--- src/hdl/efc_pkg.sv ---
`default_nettype none

package efc_pkg;

  localparam int MAX_FRAME_BYTES_DEFAULT = 65535;
  localparam int HEADER_BYTES            = 36;
  localparam int MAX_PAYLOAD_LENGTH      = 65535;

  // FNV-1a-64 offset basis; the prime 0x100000001b3 is folded into fnv_mul
  localparam logic [63:0] FNV_BASIS = 64'hcbf2_9ce4_8422_2325;

  // Header byte positions
  localparam int POS_VERSION  = 0;
  localparam int POS_TYPE     = 1;
  localparam int POS_FLAGS    = 2;
  localparam int POS_HOPS     = 3;
  localparam int POS_DEST_LO  = 12;
  localparam int POS_SRC_HI   = 20;
  localparam int POS_SRC_LO   = 28;

  // Configuration register indexes
  localparam int CFG_INDEX_W = 3;
  localparam logic [CFG_INDEX_W-1:0] CFG_MY_ID_HIGH     = 3'd0;
  localparam logic [CFG_INDEX_W-1:0] CFG_MY_ID_LOW      = 3'd1;
  localparam logic [CFG_INDEX_W-1:0] CFG_GROUP_ID_HIGH  = 3'd2;
  localparam logic [CFG_INDEX_W-1:0] CFG_GROUP_ID_LOW   = 3'd3;
  localparam logic [CFG_INDEX_W-1:0] CFG_EXP_VERSION    = 3'd4;
  localparam logic [CFG_INDEX_W-1:0] CFG_HOP_LIMIT      = 3'd5;
  localparam logic [CFG_INDEX_W-1:0] CFG_GATEWAY_MODE   = 3'd6;

  localparam logic [7:0] EXP_VERSION_RESET = 8'd1;
  localparam logic [7:0] HOP_LIMIT_RESET   = 8'd8;

  // Status codes
  localparam logic [1:0] STATUS_OK          = 2'd0;
  localparam logic [1:0] STATUS_SHORT       = 2'd1;
  localparam logic [1:0] STATUS_BAD_VERSION = 2'd2;

  // Disposition codes
  localparam logic [1:0] DISP_DROP    = 2'd0;
  localparam logic [1:0] DISP_LOCAL   = 2'd1;
  localparam logic [1:0] DISP_FORWARD = 2'd2;

  // Message type codes
  localparam logic [7:0] TYPE_UNKNOWN   = 8'd0;
  localparam logic [7:0] TYPE_PEER      = 8'd1;
  localparam logic [7:0] TYPE_GROUP     = 8'd2;
  localparam logic [7:0] TYPE_BROADCAST = 8'd3;

  typedef struct packed {
    logic [63:0] my_id_high;
    logic [63:0] my_id_low;
    logic [63:0] group_id_high;
    logic [63:0] group_id_low;
    logic [7:0]  expected_version;
    logic [7:0]  hop_limit;
    logic        gateway_mode;
  } cfg_t;

  // Frame state as seen after the current byte has been taken in
  typedef struct packed {
    logic        short_frame;
    logic        version_ok;
    logic [7:0]  msg_type;
    logic [7:0]  flag_bits;
    logic [7:0]  hop_num;
    logic [63:0] dest_high;
    logic [63:0] dest_low;
    logic [63:0] src_high;
    logic [63:0] src_low;
    logic [63:0] hash;
    logic [15:0] body_length;
  } frame_view_t;

  typedef struct packed {
    logic [1:0]  status;
    logic [1:0]  disposition;
    logic        rebroadcast;
    logic [63:0] fingerprint;
    logic [7:0]  msg_type;
    logic [7:0]  flag_bits;
    logic [7:0]  hop_num;
    logic [15:0] body_length;
    logic [63:0] src_id_high;
    logic [63:0] src_id_low;
  } result_t;

  // h * 0x100000001b3 mod 2^64 as shift-add: 2^40 + 0x1b3 (256+128+32+16+2+1)
  function automatic logic [63:0] fnv_mul(input logic [63:0] h);
    fnv_mul = (h << 40) + (h << 8) + (h << 7) + (h << 5) + (h << 4) + (h << 1) + h;
  endfunction

endpackage

`default_nettype wire

--- src/hdl/efc_ifs.sv ---
`default_nettype none

interface efc_in_if;
  logic       valid;
  logic       ready;
  logic [7:0] frame_byte;
  logic       last_byte;

  modport source (output valid, output frame_byte, output last_byte, input ready);
  modport sink   (input valid, input frame_byte, input last_byte, output ready);
endinterface

interface efc_out_if;
  logic        valid;
  logic        ready;
  logic [1:0]  status;
  logic [1:0]  disposition;
  logic        rebroadcast;
  logic [63:0] fingerprint;
  logic [7:0]  msg_type;
  logic [7:0]  flag_bits;
  logic [7:0]  hop_num;
  logic [15:0] body_length;
  logic [63:0] src_id_high;
  logic [63:0] src_id_low;

  modport source (output valid, output status, output disposition, output rebroadcast,
                  output fingerprint, output msg_type, output flag_bits, output hop_num,
                  output body_length, output src_id_high, output src_id_low,
                  input ready);
  modport sink   (input valid, input status, input disposition, input rebroadcast,
                  input fingerprint, input msg_type, input flag_bits, input hop_num,
                  input body_length, input src_id_high, input src_id_low,
                  output ready);
endinterface

interface efc_cfg_if;
  logic                          valid;
  logic                          ready;
  logic [efc_pkg::CFG_INDEX_W-1:0] index;
  logic [63:0]                   data;

  modport source (output valid, output index, output data, input ready);
  modport sink   (input valid, input index, input data, output ready);
endinterface

`default_nettype wire

--- src/hdl/envelope_frame_classifier_unit.sv ---
// Envelope frame classifier.
// frame_in carries a received frame one byte per transaction, last_byte set
// on its final byte. The first 36 bytes are the header (version, type, flags,
// hops, 128-bit destination, 128-bit source); an FNV-1a-64 fingerprint runs
// from byte 20 to the end. Each frame gives exactly one transaction on
// result_out, made on its last byte; other bytes give none.
// cfg writes the seven registers by index; it is always ready and must only
// be used while no frame is in flight. Unmapped indexes are dropped.
// Throughput: one byte per cycle, sustained across frame boundaries except
// where a last byte waits on a stalled result_out. The path that sets the
// clock is the hash step (xor plus a seven-term shift-add for the FNV prime)
// feeding the result register. A last byte passes from the input register
// into the result register, whose contents drive result_out with valid set.
// When result_out stalls, the waiting result holds; a last byte then waits
// in the input register and frame_in drops ready, but other bytes keep
// flowing. Reset (rst, synchronous) empties both registers, clears the frame
// state and loads the register reset values.
`default_nettype none

module envelope_frame_classifier_unit #(
  parameter int MAX_FRAME_BYTES = efc_pkg::MAX_FRAME_BYTES_DEFAULT
) (
  input  logic       clk,
  input  logic       rst,
  efc_in_if.sink     frame_in,
  efc_out_if.source  result_out,
  efc_cfg_if.sink    cfg
);

  // input register
  logic       s1_valid;
  logic [7:0] s1_byte;
  logic       s1_last;

  logic out_valid;
  efc_pkg::result_t out_data;

  logic out_free, s1_fire, in_fire;

  efc_pkg::cfg_t        regs;
  efc_pkg::frame_view_t view;
  efc_pkg::result_t     res;

  // only a last byte needs the result slot
  assign out_free       = !out_valid || result_out.ready;
  assign s1_fire        = s1_valid && (!s1_last || out_free);
  assign frame_in.ready = !s1_valid || s1_fire;
  assign in_fire        = frame_in.valid && frame_in.ready;

  efc_cfg_regs u_cfg_regs (
    .clk  (clk),
    .rst  (rst),
    .cfg  (cfg),
    .regs (regs)
  );

  efc_parser #(
    .MAX_FRAME_BYTES (MAX_FRAME_BYTES)
  ) u_parser (
    .clk              (clk),
    .rst              (rst),
    .step             (s1_fire),
    .data_byte        (s1_byte),
    .frame_end        (s1_last),
    .expected_version (regs.expected_version),
    .view             (view)
  );

  efc_decide u_decide (
    .view (view),
    .cfg  (regs),
    .res  (res)
  );

  always_ff @(posedge clk) begin
    if (rst) begin
      s1_valid <= 1'b0;
    end else if (in_fire) begin
      s1_valid <= 1'b1;
    end else if (s1_fire) begin
      s1_valid <= 1'b0;
    end
    if (in_fire) begin
      s1_byte <= frame_in.frame_byte;
      s1_last <= frame_in.last_byte;
    end
  end

  always_ff @(posedge clk) begin
    if (rst) begin
      out_valid <= 1'b0;
    end else if (s1_fire && s1_last) begin
      out_valid <= 1'b1;
    end else if (result_out.ready) begin
      out_valid <= 1'b0;
    end
    if (s1_fire && s1_last) begin
      out_data <= res;
    end
  end

  assign result_out.valid          = out_valid;
  assign result_out.status         = out_data.status;
  assign result_out.disposition    = out_data.disposition;
  assign result_out.rebroadcast    = out_data.rebroadcast;
  assign result_out.fingerprint    = out_data.fingerprint;
  assign result_out.msg_type       = out_data.msg_type;
  assign result_out.flag_bits      = out_data.flag_bits;
  assign result_out.hop_num        = out_data.hop_num;
  assign result_out.body_length    = out_data.body_length;
  assign result_out.src_id_high    = out_data.src_id_high;
  assign result_out.src_id_low     = out_data.src_id_low;

  // a held byte is never dropped or overwritten
  a_s1_hold: assert property (@(posedge clk) disable iff (rst)
    s1_valid && !s1_fire |=> s1_valid && $stable(s1_byte) && $stable(s1_last))
    else $error("input register lost a byte");

  // bad status always drops
  a_bad_drop: assert property (@(posedge clk) disable iff (rst)
    out_valid && (out_data.status != efc_pkg::STATUS_OK) |->
      (out_data.disposition == efc_pkg::DISP_DROP) && !out_data.rebroadcast &&
      (out_data.body_length == 16'd0))
    else $error("bad frame not dropped");

  // rebroadcast only on a locally delivered broadcast
  a_rebro: assert property (@(posedge clk) disable iff (rst)
    out_valid && out_data.rebroadcast |->
      (out_data.msg_type == efc_pkg::TYPE_BROADCAST) &&
      (out_data.disposition == efc_pkg::DISP_LOCAL))
    else $error("rebroadcast on non-broadcast frame");

  // forwarding needs gateway mode
  a_fwd: assert property (@(posedge clk) disable iff (rst)
    out_valid && (out_data.disposition == efc_pkg::DISP_FORWARD) |->
      regs.gateway_mode && (out_data.msg_type == efc_pkg::TYPE_PEER))
    else $error("forward without gateway mode");

  a_rst_empty: assert property (@(posedge clk)
    rst |=> !out_valid && !s1_valid)
    else $error("registers not empty after reset");

endmodule

`default_nettype wire

--- src/hdl/efc_cfg_regs.sv ---
`default_nettype none

module efc_cfg_regs (
  input  logic          clk,
  input  logic          rst,
  efc_cfg_if.sink       cfg,
  output efc_pkg::cfg_t regs
);

  assign cfg.ready = 1'b1;

  always_ff @(posedge clk) begin
    if (rst) begin
      regs.my_id_high       <= '0;
      regs.my_id_low        <= '0;
      regs.group_id_high    <= '0;
      regs.group_id_low     <= '0;
      regs.expected_version <= efc_pkg::EXP_VERSION_RESET;
      regs.hop_limit        <= efc_pkg::HOP_LIMIT_RESET;
      regs.gateway_mode     <= 1'b0;
    end else if (cfg.valid) begin
      unique case (cfg.index)
        efc_pkg::CFG_MY_ID_HIGH:    regs.my_id_high       <= cfg.data;
        efc_pkg::CFG_MY_ID_LOW:     regs.my_id_low        <= cfg.data;
        efc_pkg::CFG_GROUP_ID_HIGH: regs.group_id_high    <= cfg.data;
        efc_pkg::CFG_GROUP_ID_LOW:  regs.group_id_low     <= cfg.data;
        efc_pkg::CFG_EXP_VERSION:   regs.expected_version <= cfg.data[7:0];
        efc_pkg::CFG_HOP_LIMIT:     regs.hop_limit        <= cfg.data[7:0];
        efc_pkg::CFG_GATEWAY_MODE:  regs.gateway_mode     <= cfg.data[0];
        default: ;  // unmapped index, write dropped
      endcase
    end
  end

endmodule

`default_nettype wire

--- src/hdl/efc_parser.sv ---
`default_nettype none

module efc_parser #(
  parameter int MAX_FRAME_BYTES = efc_pkg::MAX_FRAME_BYTES_DEFAULT
) (
  input  logic                 clk,
  input  logic                 rst,
  input  logic                 step,
  input  logic [7:0]           data_byte,
  input  logic                 frame_end,
  input  logic [7:0]           expected_version,
  output efc_pkg::frame_view_t view
);

  localparam int PW = $clog2(MAX_FRAME_BYTES + 1);
  localparam int LW = (PW > 17) ? PW : 17;

  logic [PW-1:0] pos, pos_next;
  logic [63:0]   hash, hash_next;
  logic [7:0]    held_type, held_type_next;
  logic [7:0]    held_flags, held_flags_next;
  logic [7:0]    held_hops, held_hops_next;
  logic [63:0]   dest_hi, dest_hi_next;
  logic [63:0]   dest_lo, dest_lo_next;
  logic [63:0]   src_hi, src_hi_next;
  logic [63:0]   src_lo, src_lo_next;
  logic          version_matched, version_matched_next;
  logic [LW-1:0] total_w, over;

  always_comb begin
    held_type_next       = held_type;
    held_flags_next      = held_flags;
    held_hops_next       = held_hops;
    dest_hi_next         = dest_hi;
    dest_lo_next         = dest_lo;
    src_hi_next          = src_hi;
    src_lo_next          = src_lo;
    version_matched_next = version_matched;

    if (pos == PW'(efc_pkg::POS_VERSION)) begin
      version_matched_next = (data_byte == expected_version);
    end else if (pos == PW'(efc_pkg::POS_TYPE)) begin
      held_type_next = data_byte;
    end else if (pos == PW'(efc_pkg::POS_FLAGS)) begin
      held_flags_next = data_byte;
    end else if (pos == PW'(efc_pkg::POS_HOPS)) begin
      held_hops_next = data_byte;
    end else if (pos < PW'(efc_pkg::POS_DEST_LO)) begin
      dest_hi_next = {dest_hi[55:0], data_byte};
    end else if (pos < PW'(efc_pkg::POS_SRC_HI)) begin
      dest_lo_next = {dest_lo[55:0], data_byte};
    end else if (pos < PW'(efc_pkg::POS_SRC_LO)) begin
      src_hi_next = {src_hi[55:0], data_byte};
    end else if (pos < PW'(efc_pkg::HEADER_BYTES)) begin
      src_lo_next = {src_lo[55:0], data_byte};
    end

    // fingerprint covers source id and payload
    if (pos >= PW'(efc_pkg::POS_SRC_HI)) begin
      hash_next = efc_pkg::fnv_mul(hash ^ {56'd0, data_byte});
    end else begin
      hash_next = hash;
    end

    // byte count sticks at the frame limit
    if (pos < PW'(MAX_FRAME_BYTES)) begin
      pos_next = pos + PW'(1);
    end else begin
      pos_next = pos;
    end

    total_w = LW'(pos_next);
    over    = total_w - LW'(efc_pkg::HEADER_BYTES);
  end

  always_comb begin
    view.short_frame = (pos_next < PW'(efc_pkg::HEADER_BYTES));
    view.version_ok  = version_matched_next;
    view.msg_type    = held_type_next;
    view.flag_bits   = held_flags_next;
    view.hop_num     = held_hops_next;
    view.dest_high   = dest_hi_next;
    view.dest_low    = dest_lo_next;
    view.src_high    = src_hi_next;
    view.src_low     = src_lo_next;
    view.hash        = hash_next;
    if (over > LW'(efc_pkg::MAX_PAYLOAD_LENGTH)) begin
      view.body_length = 16'hFFFF;
    end else begin
      view.body_length = over[15:0];
    end
  end

  always_ff @(posedge clk) begin
    if (rst || (step && frame_end)) begin
      pos             <= '0;
      hash            <= efc_pkg::FNV_BASIS;
      held_type       <= '0;
      held_flags      <= '0;
      held_hops       <= '0;
      dest_hi         <= '0;
      dest_lo         <= '0;
      src_hi          <= '0;
      src_lo          <= '0;
      version_matched <= 1'b0;
    end else if (step) begin
      pos             <= pos_next;
      hash            <= hash_next;
      held_type       <= held_type_next;
      held_flags      <= held_flags_next;
      held_hops       <= held_hops_next;
      dest_hi         <= dest_hi_next;
      dest_lo         <= dest_lo_next;
      src_hi          <= src_hi_next;
      src_lo          <= src_lo_next;
      version_matched <= version_matched_next;
    end
  end

endmodule

`default_nettype wire

--- src/hdl/efc_decide.sv ---
`default_nettype none

module efc_decide (
  input  efc_pkg::frame_view_t view,
  input  efc_pkg::cfg_t        cfg,
  output efc_pkg::result_t     res
);

  logic below, to_me, to_group;

  always_comb begin
    below    = (view.hop_num < cfg.hop_limit);
    to_me    = (view.dest_high == cfg.my_id_high) && (view.dest_low == cfg.my_id_low);
    to_group = ((cfg.group_id_high | cfg.group_id_low) != 64'd0) &&
               (view.dest_high == cfg.group_id_high) && (view.dest_low == cfg.group_id_low);

    res = '0;
    if (view.short_frame) begin
      res.status = efc_pkg::STATUS_SHORT;
    end else if (!view.version_ok) begin
      res.status = efc_pkg::STATUS_BAD_VERSION;
    end else begin
      res.status         = efc_pkg::STATUS_OK;
      res.fingerprint    = view.hash;
      res.msg_type       = view.msg_type;
      res.flag_bits      = view.flag_bits;
      res.hop_num        = view.hop_num;
      res.body_length    = view.body_length;
      res.src_id_high    = view.src_high;
      res.src_id_low     = view.src_low;
      unique case (view.msg_type)
        efc_pkg::TYPE_BROADCAST: begin
          res.disposition = efc_pkg::DISP_LOCAL;
          res.rebroadcast = cfg.gateway_mode && below;
        end
        efc_pkg::TYPE_PEER: begin
          if (to_me) begin
            res.disposition = efc_pkg::DISP_LOCAL;
          end else if (cfg.gateway_mode && below) begin
            res.disposition = efc_pkg::DISP_FORWARD;
          end else begin
            res.disposition = efc_pkg::DISP_DROP;
          end
        end
        efc_pkg::TYPE_GROUP: begin
          res.disposition = to_group ? efc_pkg::DISP_LOCAL : efc_pkg::DISP_DROP;
        end
        default: res.disposition = efc_pkg::DISP_DROP;  // unknown type
      endcase
    end
  end

endmodule

`default_nettype wire

--- src/flat_wrapper.sv ---
// flat-port wrapper written by rule: the top's interface ports become plain ports
module envelope_frame_classifier_unit_flat 
#(
  parameter int MAX_FRAME_BYTES = efc_pkg::MAX_FRAME_BYTES_DEFAULT
)
  (clk, rst, frame_in_valid, frame_in_frame_byte, frame_in_last_byte, frame_in_ready, result_out_valid, result_out_status, result_out_disposition, result_out_rebroadcast, result_out_fingerprint, result_out_msg_type, result_out_flag_bits, result_out_hop_num, result_out_body_length, result_out_src_id_high, result_out_src_id_low, result_out_ready, cfg_valid, cfg_index, cfg_data, cfg_ready);
  efc_in_if frame_in_i ();
  efc_out_if result_out_i ();
  efc_cfg_if cfg_i ();
  input  logic clk;
  input  logic rst;
  input wire logic [$bits(frame_in_i.valid)-1:0] frame_in_valid;
  input wire logic [$bits(frame_in_i.frame_byte)-1:0] frame_in_frame_byte;
  input wire logic [$bits(frame_in_i.last_byte)-1:0] frame_in_last_byte;
  output wire logic [$bits(frame_in_i.ready)-1:0] frame_in_ready;
  output wire logic [$bits(result_out_i.valid)-1:0] result_out_valid;
  output wire logic [$bits(result_out_i.status)-1:0] result_out_status;
  output wire logic [$bits(result_out_i.disposition)-1:0] result_out_disposition;
  output wire logic [$bits(result_out_i.rebroadcast)-1:0] result_out_rebroadcast;
  output wire logic [$bits(result_out_i.fingerprint)-1:0] result_out_fingerprint;
  output wire logic [$bits(result_out_i.msg_type)-1:0] result_out_msg_type;
  output wire logic [$bits(result_out_i.flag_bits)-1:0] result_out_flag_bits;
  output wire logic [$bits(result_out_i.hop_num)-1:0] result_out_hop_num;
  output wire logic [$bits(result_out_i.body_length)-1:0] result_out_body_length;
  output wire logic [$bits(result_out_i.src_id_high)-1:0] result_out_src_id_high;
  output wire logic [$bits(result_out_i.src_id_low)-1:0] result_out_src_id_low;
  input wire logic [$bits(result_out_i.ready)-1:0] result_out_ready;
  input wire logic [$bits(cfg_i.valid)-1:0] cfg_valid;
  input wire logic [$bits(cfg_i.index)-1:0] cfg_index;
  input wire logic [$bits(cfg_i.data)-1:0] cfg_data;
  output wire logic [$bits(cfg_i.ready)-1:0] cfg_ready;
  assign frame_in_i.valid = frame_in_valid;
  assign frame_in_i.frame_byte = frame_in_frame_byte;
  assign frame_in_i.last_byte = frame_in_last_byte;
  assign frame_in_ready = frame_in_i.ready;
  assign result_out_valid = result_out_i.valid;
  assign result_out_status = result_out_i.status;
  assign result_out_disposition = result_out_i.disposition;
  assign result_out_rebroadcast = result_out_i.rebroadcast;
  assign result_out_fingerprint = result_out_i.fingerprint;
  assign result_out_msg_type = result_out_i.msg_type;
  assign result_out_flag_bits = result_out_i.flag_bits;
  assign result_out_hop_num = result_out_i.hop_num;
  assign result_out_body_length = result_out_i.body_length;
  assign result_out_src_id_high = result_out_i.src_id_high;
  assign result_out_src_id_low = result_out_i.src_id_low;
  assign result_out_i.ready = result_out_ready;
  assign cfg_i.valid = cfg_valid;
  assign cfg_i.index = cfg_index;
  assign cfg_i.data = cfg_data;
  assign cfg_ready = cfg_i.ready;
  envelope_frame_classifier_unit #(.MAX_FRAME_BYTES(MAX_FRAME_BYTES)) u_core (.clk(clk), .rst(rst), .frame_in(frame_in_i), .result_out(result_out_i), .cfg(cfg_i));
endmodule
--- config.mk ---
export PLATFORM = sky130hd
export DESIGN_NAME = envelope_frame_classifier_unit_flat
export DESIGN_NICKNAME = d
export VERILOG_FILES = /design/src/hdl/efc_pkg.sv /design/src/hdl/efc_ifs.sv /design/src/hdl/envelope_frame_classifier_unit.sv /design/src/hdl/efc_cfg_regs.sv /design/src/hdl/efc_parser.sv /design/src/hdl/efc_decide.sv /design/src/flat_wrapper.sv
export SDC_FILE = /design/constraint.sdc
export NUM_CORES = 2
export LEC_CHECK = 0
export BUFFER_PORTS_ARGS = -buffer_cell sky130_fd_sc_hd__buf_2
export CELL_PAD_IN_SITES_DETAIL_PLACEMENT = 1
export CELL_PAD_IN_SITES_GLOBAL_PLACEMENT = 2
export CORE_ASPECT_RATIO = 0.5
export CORE_MARGIN = 10
export CORE_UTILIZATION = 40
export CTS_CLUSTER_SIZE = 40
export DETAILED_ROUTE_END_ITERATION = 12
export PLACE_DENSITY_LB_ADDON = 0.1
export REMOVE_ABC_BUFFERS = 1
export SLEW_MARGIN = 25
export SYNTH_ARGS = -nofsm -noshare
export SYNTH_HDL_FRONTEND = slang
export SYNTH_SLANG_ARGS = --single-unit
--- constraint.sdc ---
create_clock -name clk -period 19.1 [get_ports clk]
set_input_delay 1.91 -clock clk [delete_from_list [all_inputs] [get_ports clk]]
set_output_delay 1.91 -clock clk [all_outputs]
set_load 0.05 [all_outputs]
* Yosys cells after proc, flatten, opt, wreduce, memory -nomap -nowiden *
Index checks and enable logic that the tools add are counted.

storage, ports and cells
  flip-flop bits (word level) = 882
  input port bits = 81
  output and inout bits = 240
  logic and storage cells = 145

operators by class
  add/sub/neg operators = 8
  magnitude comparators = 9
  eq/ne operators = 17
  muxes and demuxes = 48
  bitwise logic cells = 4
  reductions and logical operators = 28

operators by type and width
  operator               number
  $mux 64                27
  $add 64x64->64         6
  $eq 64x64->1           4
  $mux 8                 9
  $or 64x64->64          1
  $reduce_bool 64->1     1
  $xor 64x8->64          1
  $eq 16x2->1 const B    2
  $lt 16x5->1 const B    2
  $lt 16x6->1 const B    2
  $mux 16                2
  $gt 17x16->1 const B   1
  $sub 16x6->17 const B  1
  $add 16x1->16 const B  1
  $eq 16x1->1 const B    1
  $eq 8x2->1 const B     2
  $ge 16x5->1 const B    1
  $logic_not 16->1       1
  $lt 16x16->1 const B   1
  $lt 16x4->1 const B    1
  $reduce_and 2->1       7
  $eq 3x3->1 const B     3
  $eq 8x1->1 const B     1
  $eq 8x8->1             1
  other kinds (14)       35

* Depth between registers and ports, before layout *
  depth in word-level cells = 11
  mapped depth = 23
  depth with buffers taken out = 21

* Modules after synthesis *
A second synthesis with hierarchy kept.

second synthesis, totals
  cell total of the unflattened synthesis = 5293
  area, all modules = 51305.5 um^2

modules (own cells, without submodules)
  module                          times used  cells an instance  area each (um^2)  sequential area each (um^2)
  efc_parser                      1           3354               28105.7           7226.9
  efc_cfg_regs                    1           966                10732.8           5465.2
  envelope_frame_classifier_unit  1           258                7490.9            7427.1
  efc_decide                      1           715                4976.0            0.0

* Worst setup path before layout *
OpenSTA, ideal clock, no wires.

  kind = input -> register
  start = in result_out_ready
  end = reg u_core.u_parser.hash[60]
  library setup time = 0.125 ns
  data arrival time = 10.371 ns
  required time = 18.975 ns
  slack = 8.604 ns
  stages = 8
  buffers on the path = 1
  cells stage by stage = nor2b_1 -> nand2_1 -> and3_1 -> clkbuf_1 -> nor2_1 -> nand3_1 -> nor2_1 -> a311o_1

on the way
  cells in the longest elaborated chain, start to end = 5

ends and longest elaborated chain
  what                  RTL line                              RTL
  from (decl)           flat_wrapper.sv:27                    input wire logic [$bits(result_out_i.ready)-1:0] result_out_ready;
  $logic_or 1x1->1 *    envelope_frame_classifier_unit.sv:45  assign out_free = !out_valid || result_out.ready;
  $logic_or 1x1->1 *    envelope_frame_classifier_unit.sv:46  assign s1_fire = s1_valid && (!s1_last || out_free);
  $logic_and 1x1->1 *   envelope_frame_classifier_unit.sv:46
  $logic_and 1x1->1     efc_parser.sv:95                      if (rst || (step && frame_end)) begin
  $logic_or 1x1->1      efc_parser.sv:95
  to (signal assigned)  efc_parser.sv:97                      hash <= efc_pkg::FNV_BASIS;
  to (signal assigned)  efc_parser.sv:108                     hash <= hash_next;
  to (decl)             efc_parser.sv:19                      logic [63:0] hash, hash_next;

Every way passes the cells marked *; elsewhere a longest branch is shown, timed or not.
A chain may end at the register's enable or synchronous reset.

* Worst setup path after layout *
  start = reg u_core.s1_byte[5]
  end = reg u_core.out_data (netlist bit u_core.result_out.fingerprint[46]), data pin

on the way
  cells in the longest elaborated chain, start to end = 8
  elaborated cells on any way between the ends = 12
  classes of those cells = 6 x add/sub; 1 x eq/ne; 2 x mux; 2 x bitwise; 1 x reduce/logical

ends and longest elaborated chain
  what                          RTL line                              RTL
  from (decl)                   envelope_frame_classifier_unit.sv:32  logic [7:0] s1_byte;
  from (signal assigned)        envelope_frame_classifier_unit.sv:84  s1_byte <= frame_in.frame_byte;
  $xor 64x8->64                 efc_parser.sv:60                      hash_next = efc_pkg::fnv_mul(hash ^ {56'd0, data_byte});
  $add 64x64->64 (6 in series)  efc_pkg.sv:90                         fnv_mul = (h << 40) + (h << 8) + (h << 7) + (h << 5) + (h << 4) + (h << 1) + h;
  $mux 64                       efc_parser.sv:59                      if (pos >= PW'(efc_pkg::POS_SRC_HI)) begin
  to (signal assigned)          envelope_frame_classifier_unit.sv:98  out_data <= res;
  to (decl)                     envelope_frame_classifier_unit.sv:36  efc_pkg::result_t out_data;

Several ways; a longest one is shown, not always the timed one.

==> impl_metrics.env <==
export IMPL_cp_depth=20
export IMPL_worst_path_buf_inv=4
export IMPL_gp_congestion=0.977
export IMPL_numCtsBuffers=87
export IMPL_min_to="u_core.u_parser.src_hi[63]"
export IMPL_clock_fmax_ghz=0.137
export IMPL_die_area_um2=143000
export IMPL_start_util=0.404
export IMPL_holdBufCountCts=0
export IMPL_cp_slowest_cell="fa_1"
export IMPL_synthArstFlopShare=0
export IMPL_path_cells="buf_4, xnor2_1, clkinv_1, fa_1, fa_1, inv_1, fa_1, inv_1, ha_1, ha_1, o211ai_1, o211ai_1, a32o_1, nor4_1, nor4bb_1, o21ai_0, a31oi_1, a41o_1, mux2i_1, o31ai_1"
export IMPL_grt_use_total=0.297
export IMPL_synth_area_per_cell_um2=8.32
export IMPL_setup_viol=0
export IMPL_worstPathArrival_ns=7.73
export IMPL_syn_inst=6131
export IMPL_r2r_setup_slack_ns=11.78
export IMPL_synth_seq_cells=882
export IMPL_use_met3=0.0486
export IMPL_synthAdderAreaFrac=0.125
export IMPL_synth_cell_area_um2=51000
export IMPL_drtAntennaViolNets=0
export IMPL_routedWlPerCell_um=27.6
export IMPL_antenna_found_initial=8
export IMPL_crit_top_cell="fa_1"
export IMPL_slew_headroom=0.126
export IMPL_crit_fanout=19
export IMPL_synth_area_leader_cell="dfxtp_1"
export IMPL_power_density_nw_per_um2=116
export IMPL_dp_cells=7821
export IMPL_grt_first_pass_wirelength_um=323000
export IMPL_grt_overflow=0
export IMPL_multi_input_area_um2=27300
export IMPL_vdd_ir_drop_max_mv=0.0807
export IMPL_firstDrtPassIters=6
export IMPL_synthXorXnorAreaFrac=0.0596
export IMPL_num_rows=92
export IMPL_path_clk_slew_ns=0.06
export IMPL_p_switching_w=0.00263
export IMPL_ys_top_cells_by_area="dfxtp_1 25%, edfxtp_1 14%, nand2_1 12%, fa_1 9.4%, a21oi_1 8.8%"
export IMPL_internal_power_w=0.00394
export IMPL_nFillCells=15040
export IMPL_vias=45618
export IMPL_seqPwrFrac=0.304
export IMPL_netlist_area_leader_share=0.250
export IMPL_clock_path_buffers=3
export IMPL_slowest_delay_ns=0.62
export IMPL_hold_viol=0
export IMPL_critical_path_reg2reg_endpoint="u_core.result_out.fingerprint[46]"
export IMPL_die_h_um=273
export IMPL_end_kind="register"
export IMPL_cts_tree="done"
export IMPL_grt_setup_unrepaired="no"
export IMPL_wl_um=220000
export IMPL_cp_required_ns=19.51
export IMPL_ios=321
export IMPL_power_leakage_nw=21.5
export IMPL_clk_latency_ns=0.73
export IMPL_drv_slew=0
export IMPL_synth_edff_count=246
export IMPL_nNetsFinal=6658
export IMPL_skew_ns=0.0459
export IMPL_p_clk_frac=0.271
export IMPL_outcome="finished, final reports clean"
export IMPL_drc_errors=0
export IMPL_seq_area_frac_synth=0.394
export IMPL_grt_busiest_layer="met2"
export IMPL_finalNonFillerCells=7986
export IMPL_synthMuxAreaShare=0.0115
export IMPL_htree_levels=3
export IMPL_dieWidth_um=525
export IMPL_synth_top_family_by_area="simple AND/OR/NAND/NOR gates"
export IMPL_hold_path_depth=2
export IMPL_synth_compound_area_share=0.156
export IMPL_drt_iter0_markers=4060
export IMPL_syn_to_final_growth_pct=10.8
export IMPL_cts_sink_count=882
export IMPL_root_buffer="clkbuf_16"
export IMPL_grt_max_degree=144
export IMPL_viasPerCell=5.71
export IMPL_drive_above_1_share=0.0939
export IMPL_synth_ff_type="dfxtp_1"
export IMPL_switching_share=0.400
export IMPL_cap_violations=0
export IMPL_synth_cell_type_count=100
export IMPL_path_class="register to register"
export IMPL_first_global_vias=46859
export IMPL_register_area_um2=20100
export IMPL_core_um2=126000
export IMPL_hp_class="register to register"
export IMPL_reg2reg_from="u_core.s1_byte[5]"
export IMPL_worst_slew_pin_slew_ns=1.30
export IMPL_setup_tns_final_ns=0
export IMPL_reg2regPathDepth=20
export IMPL_p_comb_frac=0.425
export IMPL_io_buffer_count=319
export IMPL_use_met1=0.406
export IMPL_startpoint_type="register"
export IMPL_synth_simple_area_share=0.180
export IMPL_cts_resized=0
export IMPL_postCtsSetupBuffers=0
export IMPL_period_share=0.383
export IMPL_crit_family="adder cells"
export IMPL_hp_start="u_core.u_parser.src_hi[63]"
export IMPL_finalCriticalPeriod_ns=7.32
export IMPL_met2_usage=0.486
export IMPL_yosysWarningCount=0
export IMPL_dp_hpwl_um=163000
==> power by group through the flow <==
stage | Clock, W | Sequential, W | Combinational (W)
after floorplan | 0 | 0.00205 | 0.00195
after global placement | 0 | 0.00204 | 0.00269
after detailed placement | 0 | 0.00204 | 0.00276
after CTS | 0.00181 | 0.00199 | 0.00278
after global routing | 0.00189 | 0.00200 | 0.00311
final | 0.00178 | 0.00200 | 0.00279
==> area by class of cell <==
type	count	share of cell area
Antenna cell	3	0.000133
Clock buffer	129	0.0449
Clock inverter	33	0.00534
Inverter	534	0.0355
Multi-Input combinational cell	4328	0.483
Sequential cell	882	0.356
Tap cell	1692	0.0375
Timing Repair Buffer	385	0.0374
==> cell usage after synthesis, drive strengths merged, types with 52 or more instances <==
library cell	instances
a21o	52
a21oi	896
buf	73
clkbuf	314
dfxtp	636
edfxtp	246
fa	240
ha	119
inv	533
mux2i	53
nand2	1589
nand3	81
nand4	60
nor2	189
nor3	59
nor4	91
o21ai	109
o22ai	63
xnor2	187
xor2	160
==> per-layer routing <==
metal / vias to the layer above / wire length (um)
li1: 20595 / -
met1: 23408 / 98100
met2: 1343 / 102000
met3: 272 / 13400
met4: 0 / 6780
met5: - / 0
==> flip-flops by register name (all words and copies together), names as in the netlist, 8 cells and up <==
name                           cells
u_core.s1_byte                     8
u_core.result_out.src_id_high     64
u_core.result_out.fingerprint     64
u_core.u_parser.src_hi            64
u_core.u_parser.held_hops          8
u_core.u_parser.hash              64
u_core.u_parser.pos               16
u_core.u_cfg_regs.regs           273
u_core.u_parser.dest_hi           64
u_core.u_parser.held_flags         8
u_core.u_parser.dest_lo           64
u_core.result_out.msg_type         8
u_core.u_parser.held_type          8
u_core.result_out.body_length     16
u_core.result_out.flag_bits        8
u_core.result_out.hop_num          8
u_core.result_out.src_id_low      64
u_core.u_parser.src_lo            64
==> cells in the final DEF, fill, tap and decap left out, types with 89 or more instances in the layout <==
cell type and count:
a21oi_1 894, buf_2 318, clkbuf_16 89, dfxtp_1 636, edfxtp_1 246, fa_1 240, ha_1 119, inv_1 533
nand2_1 1577, nor2_1 176, o21ai_0 103, xnor2_1 187, xor2_1 158
==> worst max path at each step <==
| stage | startpoint | slack (ns) | endpoint |
|---|---|---|---|
| floorplan | result_out_ready | 7.35 | u_core.u_parser.hash[46] |
| global placement | u_core.s1_byte[5] | 11.98 | u_core.result_out.fingerprint[46] |
| detailed placement | u_core.s1_byte[5] | 11.81 | u_core.result_out.fingerprint[46] |
| CTS | u_core.s1_byte[5] | 11.80 | u_core.result_out.fingerprint[46] |
| global route | u_core.s1_byte[5] | 11.20 | u_core.result_out.fingerprint[46] |
| finish | u_core.s1_byte[5] | 11.78 | u_core.result_out.fingerprint[46] |
==> tightest hold or removal path: stages (launching register included) <==
cell and delay, ns:
dfxtp_1 0.31, nand2_1 0.05, a21oi_1 0.05
==> cells by family after synthesis <==
family / after synthesis
simple gates: 2182
compound gates: 1377
buf+inv: 921
flops: 882
fa+ha+maj: 365
xor+xnor: 347
mux: 56
other cells: 1
==> through the flow <==
stage	power (W)	area [um^2]	hold slack, ns	worst slack [ns]	util
2_1_floorplan	0.00401	49300	0.428	7.35	-
3_3_place_gp	0.00473	53600	0.440	11.98	0.425
3_5_place_dp	0.00480	53600	0.448	11.81	0.425
4_1_cts	0.00659	56500	0.457	11.80	0.447
5_1_grt	0.00700	56500	0.483	11.20	0.447
6_report	0.00657	56500	0.456	11.78	0.447
Power figures use the tool's default switching activity.
